### config.mk
export PLATFORM = sky130hd
export DESIGN_NAME = ordered_list_engine_unit
export DESIGN_NICKNAME = d
export VERILOG_FILES = /design/src/hdl/ole_pkg.sv /design/src/hdl/ole_cell.sv /design/src/hdl/ordered_list_engine_unit.sv
export VERILOG_INCLUDE_DIRS = /design/src /design/src/hdl
export SDC_FILE = /design/constraint.sdc
export NUM_CORES = 2
export LEC_CHECK = 0
export BUFFER_PORTS_ARGS = -buffer_cell sky130_fd_sc_hd__buf_2
export CAP_MARGIN = 20
export CELL_PAD_IN_SITES_DETAIL_PLACEMENT = 1
export CELL_PAD_IN_SITES_GLOBAL_PLACEMENT = 1
export CORE_ASPECT_RATIO = 0.75
export CORE_MARGIN = 4
export CORE_UTILIZATION = 30
export DETAILED_ROUTE_END_ITERATION = 6
export GPL_TIMING_DRIVEN = 0
export PLACE_DENSITY = 0.62
export RECOVER_POWER = 25
export SYNTH_ARGS = -nofsm -noshare
export SYNTH_HDL_FRONTEND = slang
export SYNTH_SLANG_ARGS = --single-unit
### constraint.sdc
create_clock -name i_clk -period 10.15 [get_ports i_clk]
set_clock_uncertainty 0.15 [all_clocks]
set_input_delay 2.5375 -clock i_clk [delete_from_list [all_inputs] [get_ports i_clk]]
set_output_delay 2.5375 -clock i_clk [all_outputs]
set_load 0.005 [all_outputs]
### src/hdl/ordered_list_engine_unit_macros.svh
// Assertion macros shared by the ordered list engine RTL.
`ifndef ORDERED_LIST_ENGINE_UNIT_MACROS_SVH
`define ORDERED_LIST_ENGINE_UNIT_MACROS_SVH
`ifndef SYNTHESIS
// Consequent must hold in the same cycle as the antecedent.
`define OLE_ASSERT_IMPLY(label, clk, rst_n, ante, cons) \
    label: assert property (@(posedge clk) disable iff (!rst_n) (ante) |-> (cons)) \
        else $error("ordered list engine: same-cycle implication failed");
// Consequent must hold in the cycle after the antecedent.
`define OLE_ASSERT_NEXT(label, clk, rst_n, ante, cons) \
    label: assert property (@(posedge clk) disable iff (!rst_n) (ante) |=> (cons)) \
        else $error("ordered list engine: next-cycle implication failed");
// Condition must never be true.
`define OLE_ASSERT_NEVER(label, clk, rst_n, cond) \
    label: assert property (@(posedge clk) disable iff (!rst_n) !(cond)) \
        else $error("ordered list engine: forbidden condition seen");
`else
`define OLE_ASSERT_IMPLY(label, clk, rst_n, ante, cons)
`define OLE_ASSERT_NEXT(label, clk, rst_n, ante, cons)
`define OLE_ASSERT_NEVER(label, clk, rst_n, cond)
`endif
`endif

### src/hdl/ole_pkg.sv
// Shared types and constants of the ordered list engine.
`timescale 1ns / 1ps
package ole_pkg;

    localparam int DEPTH   = 16;
    localparam int VALUE_W = 32;
    localparam int IDX_W   = $clog2(DEPTH);
    localparam int CNT_W   = $clog2(DEPTH + 1);
    localparam int MODE_W  = 3;
    localparam int STAT_W  = 2;
    localparam int OUT_VAL_W = 32;
    localparam int OUT_CNT_W = 5;

    localparam logic [MODE_W-1:0] MODE_PUSH_FRONT = 3'd0;
    localparam logic [MODE_W-1:0] MODE_PUSH_BACK  = 3'd1;
    localparam logic [MODE_W-1:0] MODE_INSERT     = 3'd2;
    localparam logic [MODE_W-1:0] MODE_POP_FRONT  = 3'd3;
    localparam logic [MODE_W-1:0] MODE_POP_BACK   = 3'd4;
    localparam logic [MODE_W-1:0] MODE_REVERSE    = 3'd5;
    localparam logic [MODE_W-1:0] MODE_QUERY      = 3'd6;

    localparam logic [STAT_W-1:0] ST_OK    = 2'd0;
    localparam logic [STAT_W-1:0] ST_FULL  = 2'd1;
    localparam logic [STAT_W-1:0] ST_EMPTY = 2'd2;
    localparam logic [STAT_W-1:0] ST_SHORT = 2'd3;

    // The operation that every cell of the row performs on a command.
    typedef enum logic [2:0] {
        CELL_HOLD,      // keep the stored value
        CELL_INS_FWD,   // sorted insert, list held front to back
        CELL_INS_REV,   // sorted insert, list held back to front
        CELL_INS_HEAD,  // insert at cell 0
        CELL_INS_TAIL,  // insert at cell count
        CELL_DEL_HEAD   // remove cell 0, all cells move down
    } t_cell_op;

    typedef struct packed {
        t_cell_op             op;
        logic [VALUE_W-1:0]   value;
        logic [CNT_W-1:0]     count;
    } t_cell_ctrl;

endpackage

### src/hdl/ole_cell.sv
// One storage cell of the ordered list row, with its neighbor links.
`timescale 1ns / 1ps
module ole_cell (
    input  logic                       i_clk,
    input  logic [ole_pkg::IDX_W-1:0]  i_index,
    input  ole_pkg::t_cell_ctrl        i_ctrl,
    input  logic                       i_fwd_seen,
    output logic                       o_fwd_seen,
    input  logic                       i_rev_seen,
    output logic                       o_rev_seen,
    input  logic                       i_prev_after,
    output logic                       o_after,
    input  logic [ole_pkg::VALUE_W-1:0] i_prev_val,
    input  logic [ole_pkg::VALUE_W-1:0] i_next_val,
    output logic [ole_pkg::VALUE_W-1:0] o_val
);

    logic [ole_pkg::VALUE_W-1:0] r_val;
    logic [ole_pkg::VALUE_W-1:0] n_val;
    logic                        w_valid;
    logic                        w_ge;

    assign w_valid = ole_pkg::CNT_W'(i_index) < i_ctrl.count;
    assign w_ge    = r_val >= i_ctrl.value;

    // Front-to-back chain: set from the first cell that is not less than the
    // new value, or from the first empty cell.
    assign o_fwd_seen = i_fwd_seen | ~w_valid | w_ge;
    // Back-to-front chain: set from the last occupied cell not less than it.
    assign o_rev_seen = i_rev_seen | (w_valid & w_ge);

    always_comb begin
        case (i_ctrl.op)
            ole_pkg::CELL_INS_FWD:  o_after = o_fwd_seen;
            ole_pkg::CELL_INS_REV:  o_after = ~o_rev_seen;
            ole_pkg::CELL_INS_HEAD: o_after = 1'b1;
            ole_pkg::CELL_INS_TAIL: o_after = ~w_valid;
            default:                o_after = 1'b0;
        endcase
    end

    always_comb begin
        n_val = r_val;
        case (i_ctrl.op)
            ole_pkg::CELL_INS_FWD, ole_pkg::CELL_INS_REV,
            ole_pkg::CELL_INS_HEAD, ole_pkg::CELL_INS_TAIL: begin
                if (o_after) begin
                    n_val = i_prev_after ? i_prev_val : i_ctrl.value;
                end
            end
            ole_pkg::CELL_DEL_HEAD: n_val = i_next_val;
            default:                n_val = r_val;
        endcase
    end

    always_ff @(posedge i_clk) begin
        r_val <= n_val;
    end

    assign o_val = r_val;

endmodule

### src/hdl/ordered_list_engine_unit.sv
// Top level of the ordered list engine: command decode, cell row and result register.
`timescale 1ns / 1ps
`include "ordered_list_engine_unit_macros.svh"
// The ordered list engine keeps up to 16 values of 32 bits in a row of
// identical cells and takes one command word at a time: push front, push
// back, sorted insert, pop front, pop back, reverse, or query (mode 7 acts
// as a query). Every command word produces exactly one result word with the
// status and the front value, back value and count after the command. A
// command enters the row in the cycle it is accepted; every cell compares
// its value with the new one and moves its value to a neighbor in that same
// cycle. The result word is formed from the updated row once the output
// register is free and held in that register, and a new command can be taken
// in the cycle its predecessor's result is loaded, giving up to one command
// per cycle while the downstream side keeps taking results. Reverse does
// not move any data: a direction flag changes how the row is read and how
// later commands map onto it.
module ordered_list_engine_unit (
    input  logic        i_clk,
    input  logic        i_rst_n,
    input  logic        i_s_tvalid,
    output logic        o_s_tready,
    // Fields from bit 0 up: mode[2:0], value[34:3], zero fill[39:35].
    input  logic [39:0] i_s_tdata,
    output logic        o_m_tvalid,
    input  logic        i_m_tready,
    // Fields from bit 0 up: status[1:0], front_value[33:2], back_value[65:34],
    // count[70:66], is_empty[71].
    output logic [71:0] o_m_tdata
);

    localparam int IDX_W   = ole_pkg::IDX_W;
    localparam int CNT_W   = ole_pkg::CNT_W;
    localparam int VALUE_W = ole_pkg::VALUE_W;

    logic [ole_pkg::MODE_W-1:0] w_mode;
    logic [VALUE_W-1:0]         w_value;
    logic                       w_accept;

    assign w_mode   = i_s_tdata[2:0];
    assign w_value  = i_s_tdata[34:3];
    assign w_accept = i_s_tvalid & o_s_tready;

    // Control state of the list.
    logic [CNT_W-1:0]           r_count;
    logic [CNT_W-1:0]           n_count;
    logic                       r_rev;
    logic                       n_rev;
    // A command has updated the row and its result is still to be formed.
    logic                       r_pend;
    logic [ole_pkg::STAT_W-1:0] r_pend_status;
    logic [ole_pkg::STAT_W-1:0] n_status;
    logic                       r_ovalid;
    logic [71:0]                r_odata;

    ole_pkg::t_cell_ctrl        w_ctrl;
    ole_pkg::t_cell_op          w_op;

    logic                       w_full;
    logic                       w_empty;
    logic                       w_out_load;
    logic                       w_push_mode;

    assign w_full  = r_count == CNT_W'(ole_pkg::DEPTH);
    assign w_empty = r_count == '0;

    // Any of the three commands that add a value to the list.
    assign w_push_mode = (w_mode == ole_pkg::MODE_PUSH_FRONT) |
                         (w_mode == ole_pkg::MODE_PUSH_BACK) |
                         (w_mode == ole_pkg::MODE_INSERT);

    // Decode the command into one row operation. When the row is held back
    // to front, the two ends swap roles.
    always_comb begin
        w_op     = ole_pkg::CELL_HOLD;
        n_status = ole_pkg::ST_OK;
        n_count  = r_count;
        n_rev    = r_rev;
        case (w_mode)
            ole_pkg::MODE_PUSH_FRONT, ole_pkg::MODE_PUSH_BACK,
            ole_pkg::MODE_INSERT: begin
                if (w_full) begin
                    n_status = ole_pkg::ST_FULL;
                end else begin
                    n_count = r_count + CNT_W'(1);
                    if (w_mode == ole_pkg::MODE_INSERT) begin
                        w_op = r_rev ? ole_pkg::CELL_INS_REV : ole_pkg::CELL_INS_FWD;
                    end else if ((w_mode == ole_pkg::MODE_PUSH_FRONT) ^ r_rev) begin
                        w_op = ole_pkg::CELL_INS_HEAD;
                    end else begin
                        w_op = ole_pkg::CELL_INS_TAIL;
                    end
                end
            end
            ole_pkg::MODE_POP_FRONT, ole_pkg::MODE_POP_BACK: begin
                if (w_empty) begin
                    n_status = ole_pkg::ST_EMPTY;
                end else begin
                    n_count = r_count - CNT_W'(1);
                    // Removing the physical tail only needs the count to drop.
                    if ((w_mode == ole_pkg::MODE_POP_FRONT) ^ r_rev) begin
                        w_op = ole_pkg::CELL_DEL_HEAD;
                    end
                end
            end
            ole_pkg::MODE_REVERSE: begin
                if (r_count < CNT_W'(2)) begin
                    n_status = ole_pkg::ST_SHORT;
                end else begin
                    n_rev = ~r_rev;
                end
            end
            default: begin
                n_status = ole_pkg::ST_OK;
            end
        endcase
        if (!w_accept) begin
            w_op = ole_pkg::CELL_HOLD;
        end
    end

    assign w_ctrl.op    = w_op;
    assign w_ctrl.value = w_value;
    assign w_ctrl.count = r_count;

    // The cell row with its neighbor links.
    logic [ole_pkg::DEPTH:0]    w_fwd_seen;
    logic [ole_pkg::DEPTH:0]    w_rev_seen;
    logic [ole_pkg::DEPTH:0]    w_after;
    logic [VALUE_W-1:0]         w_cell_val [ole_pkg::DEPTH];

    assign w_fwd_seen[0]             = 1'b0;
    assign w_rev_seen[ole_pkg::DEPTH] = 1'b0;
    assign w_after[0]                = 1'b0;

    for (genvar g = 0; g < ole_pkg::DEPTH; g++) begin : g_cell
        logic [VALUE_W-1:0] w_prev_val;
        logic [VALUE_W-1:0] w_next_val;

        if (g == 0) begin : g_first
            assign w_prev_val = '0;
        end else begin : g_mid
            assign w_prev_val = w_cell_val[g-1];
        end
        if (g == ole_pkg::DEPTH - 1) begin : g_last
            assign w_next_val = w_cell_val[g];
        end else begin : g_body
            assign w_next_val = w_cell_val[g+1];
        end

        ole_cell u_cell (
            .i_clk        (i_clk),
            .i_index      (IDX_W'(g)),
            .i_ctrl       (w_ctrl),
            .i_fwd_seen   (w_fwd_seen[g]),
            .o_fwd_seen   (w_fwd_seen[g+1]),
            .i_rev_seen   (w_rev_seen[g+1]),
            .o_rev_seen   (w_rev_seen[g]),
            .i_prev_after (w_after[g]),
            .o_after      (w_after[g+1]),
            .i_prev_val   (w_prev_val),
            .i_next_val   (w_next_val),
            .o_val        (w_cell_val[g])
        );
    end

    // Result formation: the row already holds the state after the command.
    logic [CNT_W-1:0]   w_last;
    logic [VALUE_W-1:0] w_head_val;
    logic [VALUE_W-1:0] w_tail_val;
    logic [VALUE_W-1:0] w_front;
    logic [VALUE_W-1:0] w_back;

    assign w_last     = r_count - CNT_W'(1);
    assign w_head_val = w_cell_val[0];
    assign w_tail_val = w_cell_val[w_last[IDX_W-1:0]];
    assign w_front    = w_empty ? '0 : (r_rev ? w_tail_val : w_head_val);
    assign w_back     = w_empty ? '0 : (r_rev ? w_head_val : w_tail_val);

    assign w_out_load = r_pend & (~r_ovalid | i_m_tready);
    assign o_s_tready = ~r_pend | w_out_load;

    always_ff @(posedge i_clk) begin
        if (!i_rst_n) begin
            r_count  <= '0;
            r_rev    <= 1'b0;
            r_pend   <= 1'b0;
            r_ovalid <= 1'b0;
        end else begin
            if (w_accept) begin
                r_count <= n_count;
                r_rev   <= n_rev;
            end
            if (w_accept) begin
                r_pend <= 1'b1;
            end else if (w_out_load) begin
                r_pend <= 1'b0;
            end
            if (w_out_load) begin
                r_ovalid <= 1'b1;
            end else if (i_m_tready) begin
                r_ovalid <= 1'b0;
            end
        end
    end

    always_ff @(posedge i_clk) begin
        if (w_accept) begin
            r_pend_status <= n_status;
        end
        if (w_out_load) begin
            r_odata <= {w_empty, ole_pkg::OUT_CNT_W'(r_count), w_back, w_front,
                        r_pend_status};
        end
    end

    assign o_m_tvalid = r_ovalid;
    assign o_m_tdata  = r_odata;

    // The count never passes the capacity of the row.
    `OLE_ASSERT_NEVER(a_count_bound, i_clk, i_rst_n, r_count > CNT_W'(ole_pkg::DEPTH))
    // A pending command always reaches the output register once it is free.
    `OLE_ASSERT_NEXT(a_load_valid, i_clk, i_rst_n, w_out_load, o_m_tvalid)
    // A push or insert refused on a full list leaves the count unchanged.
    `OLE_ASSERT_NEXT(a_full_hold, i_clk, i_rst_n, w_accept && w_full && w_push_mode, $stable(r_count))
    // No new command is taken while an earlier result has not been formed.
    `OLE_ASSERT_IMPLY(a_one_pending, i_clk, i_rst_n, r_pend && !w_out_load, !o_s_tready)

endmodule

==> flow_metrics.py <==
metrics = {
    "cts": {
        "cts_resized": 0,
        "cts.clk_slew.worst_paths_ns": 0.06,
        "clock-sinks": 594,
        "cts.hold.buffers_added": 0,
        "ctsRootBufferMaster": "clkbuf_16",
        "cts-buffers-inserted": 72,
        "htreeDepth": 3,
        "clk_latency_ns": 0.71,
        "cts_setup_buffers": 0,
        "clockBufferDepth": 3,
        "tritoncts": "built",
    },
    "min_path": {
        "min_path_cells": 0,
        "hold_path_class": "reg -> reg",
        "hold_end": "o_m_tdata[1]",
        "hold_start": "r_pend_status[1]",
    },
    "logic_synthesis": {
        "ys.flop_type": "edfxtp_1",
        "synth_seq_cells": 594,
        "netlist.area_leader.share_pct": 38.6,
        "synth_edf_count": 586,
        "synth.most_common_cell": "edfxtp_1",
        "synthesis.instances": 4158,
        "synthTopCellsByCount": "edfxtp_1, ha_1, nand2_1",
        "synth_area_sq_um": 45600,
        "ys_types": 84,
        "synth_top_area_cell": "edfxtp_1",
        "synthArstFlopShare_pct": 0,
        "synth_seq_area_share_pct": 39.0,
        "syn_area_per_cell_sq_um": 11.0,
        "ys_top_cells_by_area": "edfxtp_1, ha_1, mux4_2",
        "synth_fp_nets": 4718,
        "ys_warn_count": 0,
    },
    "die": {
        "placementRows": 123,
        "die_x_um": 458,
        "start_util_pct": 30.3,
        "core_area_sq_um": 151000,
        "io_pins": 118,
        "chipHeight_um": 346,
        "die_area_sq_um": 158000,
    },
    "run": {
        "max_cap_violations": 4,
    },
    "timing": {
        "min_period_ns": 9.90,
        "setup_ws_ns": 0.254,
        "setup_tns_ns": 0,
        "max_freq_mhz": 101,
        "worstMarginPinSlew_ns": 1.85,
        "period_share_pct": 97.5,
        "hold_violations": 0,
        "setup_viol": 0,
        "slew_viol_final": 108,
        "slew_headroom_pct": -23.6,
        "rsz0062_at_grt": "no",
    },
    "global_route": {
        "antenna_found_initial": 13,
        "grt_pass1_wl_mm": 283,
        "overflow": 0,
        "track_usage_pct": 24.5,
        "grt_max_degree": 42,
        "grt_pass1_vias": 38600,
    },
    "drt": {
        "viasPerCell": 6.11,
        "drc_errors": 0,
        "final_antenna_net_count": 0,
        "vias": 39100,
        "dr.pass1.iters": 6,
        "wl_per_cell_um": 31.4,
        "wirelength_mm": 201,
        "first_iter_violations": 4679,
    },
    "worst_setup_path": {
        "path_max_fanout": 22,
        "cp_data_arrival_time_ns": 10.18,
        "slowest_stage": "a2111oi_2",
        "r2r_start": "r_count[0]",
        "critPathBufInv": 4,
        "slowest_delay_ns": 1.41,
        "reg2reg_depth": 18,
        "rr_endpoint": "g_cell[6].u_cell.o_val[31]",
        "critPathKind": "in -> reg",
        "crit_path_end_kind": "register",
        "crit_family": "compound AO/OA/AOI/OAI gates",
        "cp.required_ns": 10.44,
        "r2r_setup_slack_ns": 0.46,
        "worstSetupStartpointType": "input pin",
        "path_cells": "clkbuf_1 -> inv_1 -> ha_1 -> a21o_1 -> a31oi_1 -> nand3_1 -> o31ai_1 -> and4b_1 -> nand3_1 -> and4bb_1 -> a31oi_1 -> a2111oi_2 -> buf_6 -> nand2_1 -> buf_16",
    },
    "final_layout": {
        "area_delta_synth_final_pct": 12.0,
        "nNetsFinal": 4901,
        "drive_above_1_share_pct": 11.2,
        "instances_no_fill": 6396,
    },
    "status": {
        "violations": "capacitance limit, slew limit",
        "status": "complete, but fails checks",
    },
    "place": {
        "numPortBuffers": 81,
        "hpwl_mm": 168,
        "post-place-ws_ns": -0.0592,
        "dp_cells": 6258,
        "gp_congestion": 0.939,
    },
    "power_and_ir_drop": {
        "p_per_area_nw_per_um2": 172,
        "ir_drop_uv": 127,
        "p_leak_uw": 0.0189,
    },
}
==> report_power, final <==
| part | switching (uW) | total (uW) | leakage, uW | internal [uW] |
|---|---|---|---|---|
| clock | 1210 | 2620 | 0.00107 | 1410 |
| combinational | 1730 | 2750 | 0.0123 | 1020 |
| sequential | 344 | 3420 | 0.00555 | 3080 |
| total | 3280 | 8800 | 0.0189 | 5520 |
==> state kept, by name (all words and copies together) (netlist names) <==
name / cells
r_rev: 1
r_pend_status: 2
r_pend: 1
r_count: 5
g_cell.u_cell.o_val: 512
o_m_tdata: 72
o_m_tvalid: 1
==> cells by family after synthesis <==
family	Yosys count	synth area share, %
flops	594	39.0
xor+xnor	8	0.154
buf+inv	386	3.35
mux	416	13.9
simple gates	1122	11.2
fa+ha+maj	516	14.2
compound gates	1116	18.3
==> per-layer routing <==
| layer | global-route usage (%) | vias up | wire (um) |
|---|---|---|---|
| met4 | 5.44 | 0 | 4310 |
| met3 | 8.05 | 195 | 25200 |
| li1 | - | 17000 | - |
| met5 | 0 | - | 0 |
| met1 | 38.0 | 20000 | 94700 |
| met2 | 32.3 | 1946 | 76900 |
==> how the worst max path moves through the flow <==
| stage | start | endpoint | slack [ns] | cells past startpoint |
|---|---|---|---|---|
| after floorplan | i_s_tdata[24] | g_cell[7].u_cell.o_val[0] | 2.73 | 15 |
| after global placement | i_s_tdata[6] | g_cell[3].u_cell.o_val[6] | -0.59 | 15 |
| after detailed placement | i_s_tdata[30] | g_cell[5].u_cell.o_val[28] | -0.06 | 15 |
| after CTS | i_s_tdata[30] | g_cell[5].u_cell.o_val[27] | 0.61 | 15 |
| after global routing | i_s_tdata[4] | g_cell[14].u_cell.o_val[4] | 0.25 | 16 |
| final | i_s_tdata[16] | g_cell[14].u_cell.o_val[2] | 0.25 | 15 |
==> area by class of cell <==
cell class	instances	area, sq um
Inverter	99	372
Clock inverter	29	307
Antenna cell	3	7.51
Tap cell	2000	2500
Buffer	287	1160
Multi-Input combinational cell	3178	26300
Clock buffer	97	1920
Sequential cell	594	17800
Timing Repair Buffer	109	739
Fill cell	16800	99500
==> layout by cell type (no fill, tap or decap), types with 19 or more instances in the layout <==
cell type,count
mux4_2,160
buf_2,59
ha_1,516
clkbuf_16,72
inv_1,99
nand4_1,72
a21o_1,69
a211oi_1,23
o22a_1,32
a21oi_1,243
nand2_1,416
o211a_1,33
buf_1,31
nor2_1,337
or3_1,35
nor3_1,19
o21ai_0,215
nor2b_1,19
nand3_1,115
a221o_1,190
edfxtp_1,586
mux2_4,29
o211ai_1,45
clkbuf_1,302
mux2i_1,224
o221ai_1,40
o221a_2,96
==> per-stage QoR <==
| step | util [%] | hold slack (ns) | total power, uW | area [sq um] |
|---|---|---|---|---|
| final | 33.9 | 0.275 | 8800 | 51100 |
| after global routing | 33.9 | 0.283 | 9140 | 51000 |
| after CTS | 33.9 | 0.278 | 8730 | 51100 |
| after detailed placement | 32.5 | 0.264 | 6120 | 48800 |
| after global placement | 32.2 | 0.265 | 6010 | 48500 |
| after floorplan | - | 0.250 | 4950 | 45600 |
Power figures use the tool's default switching activity.
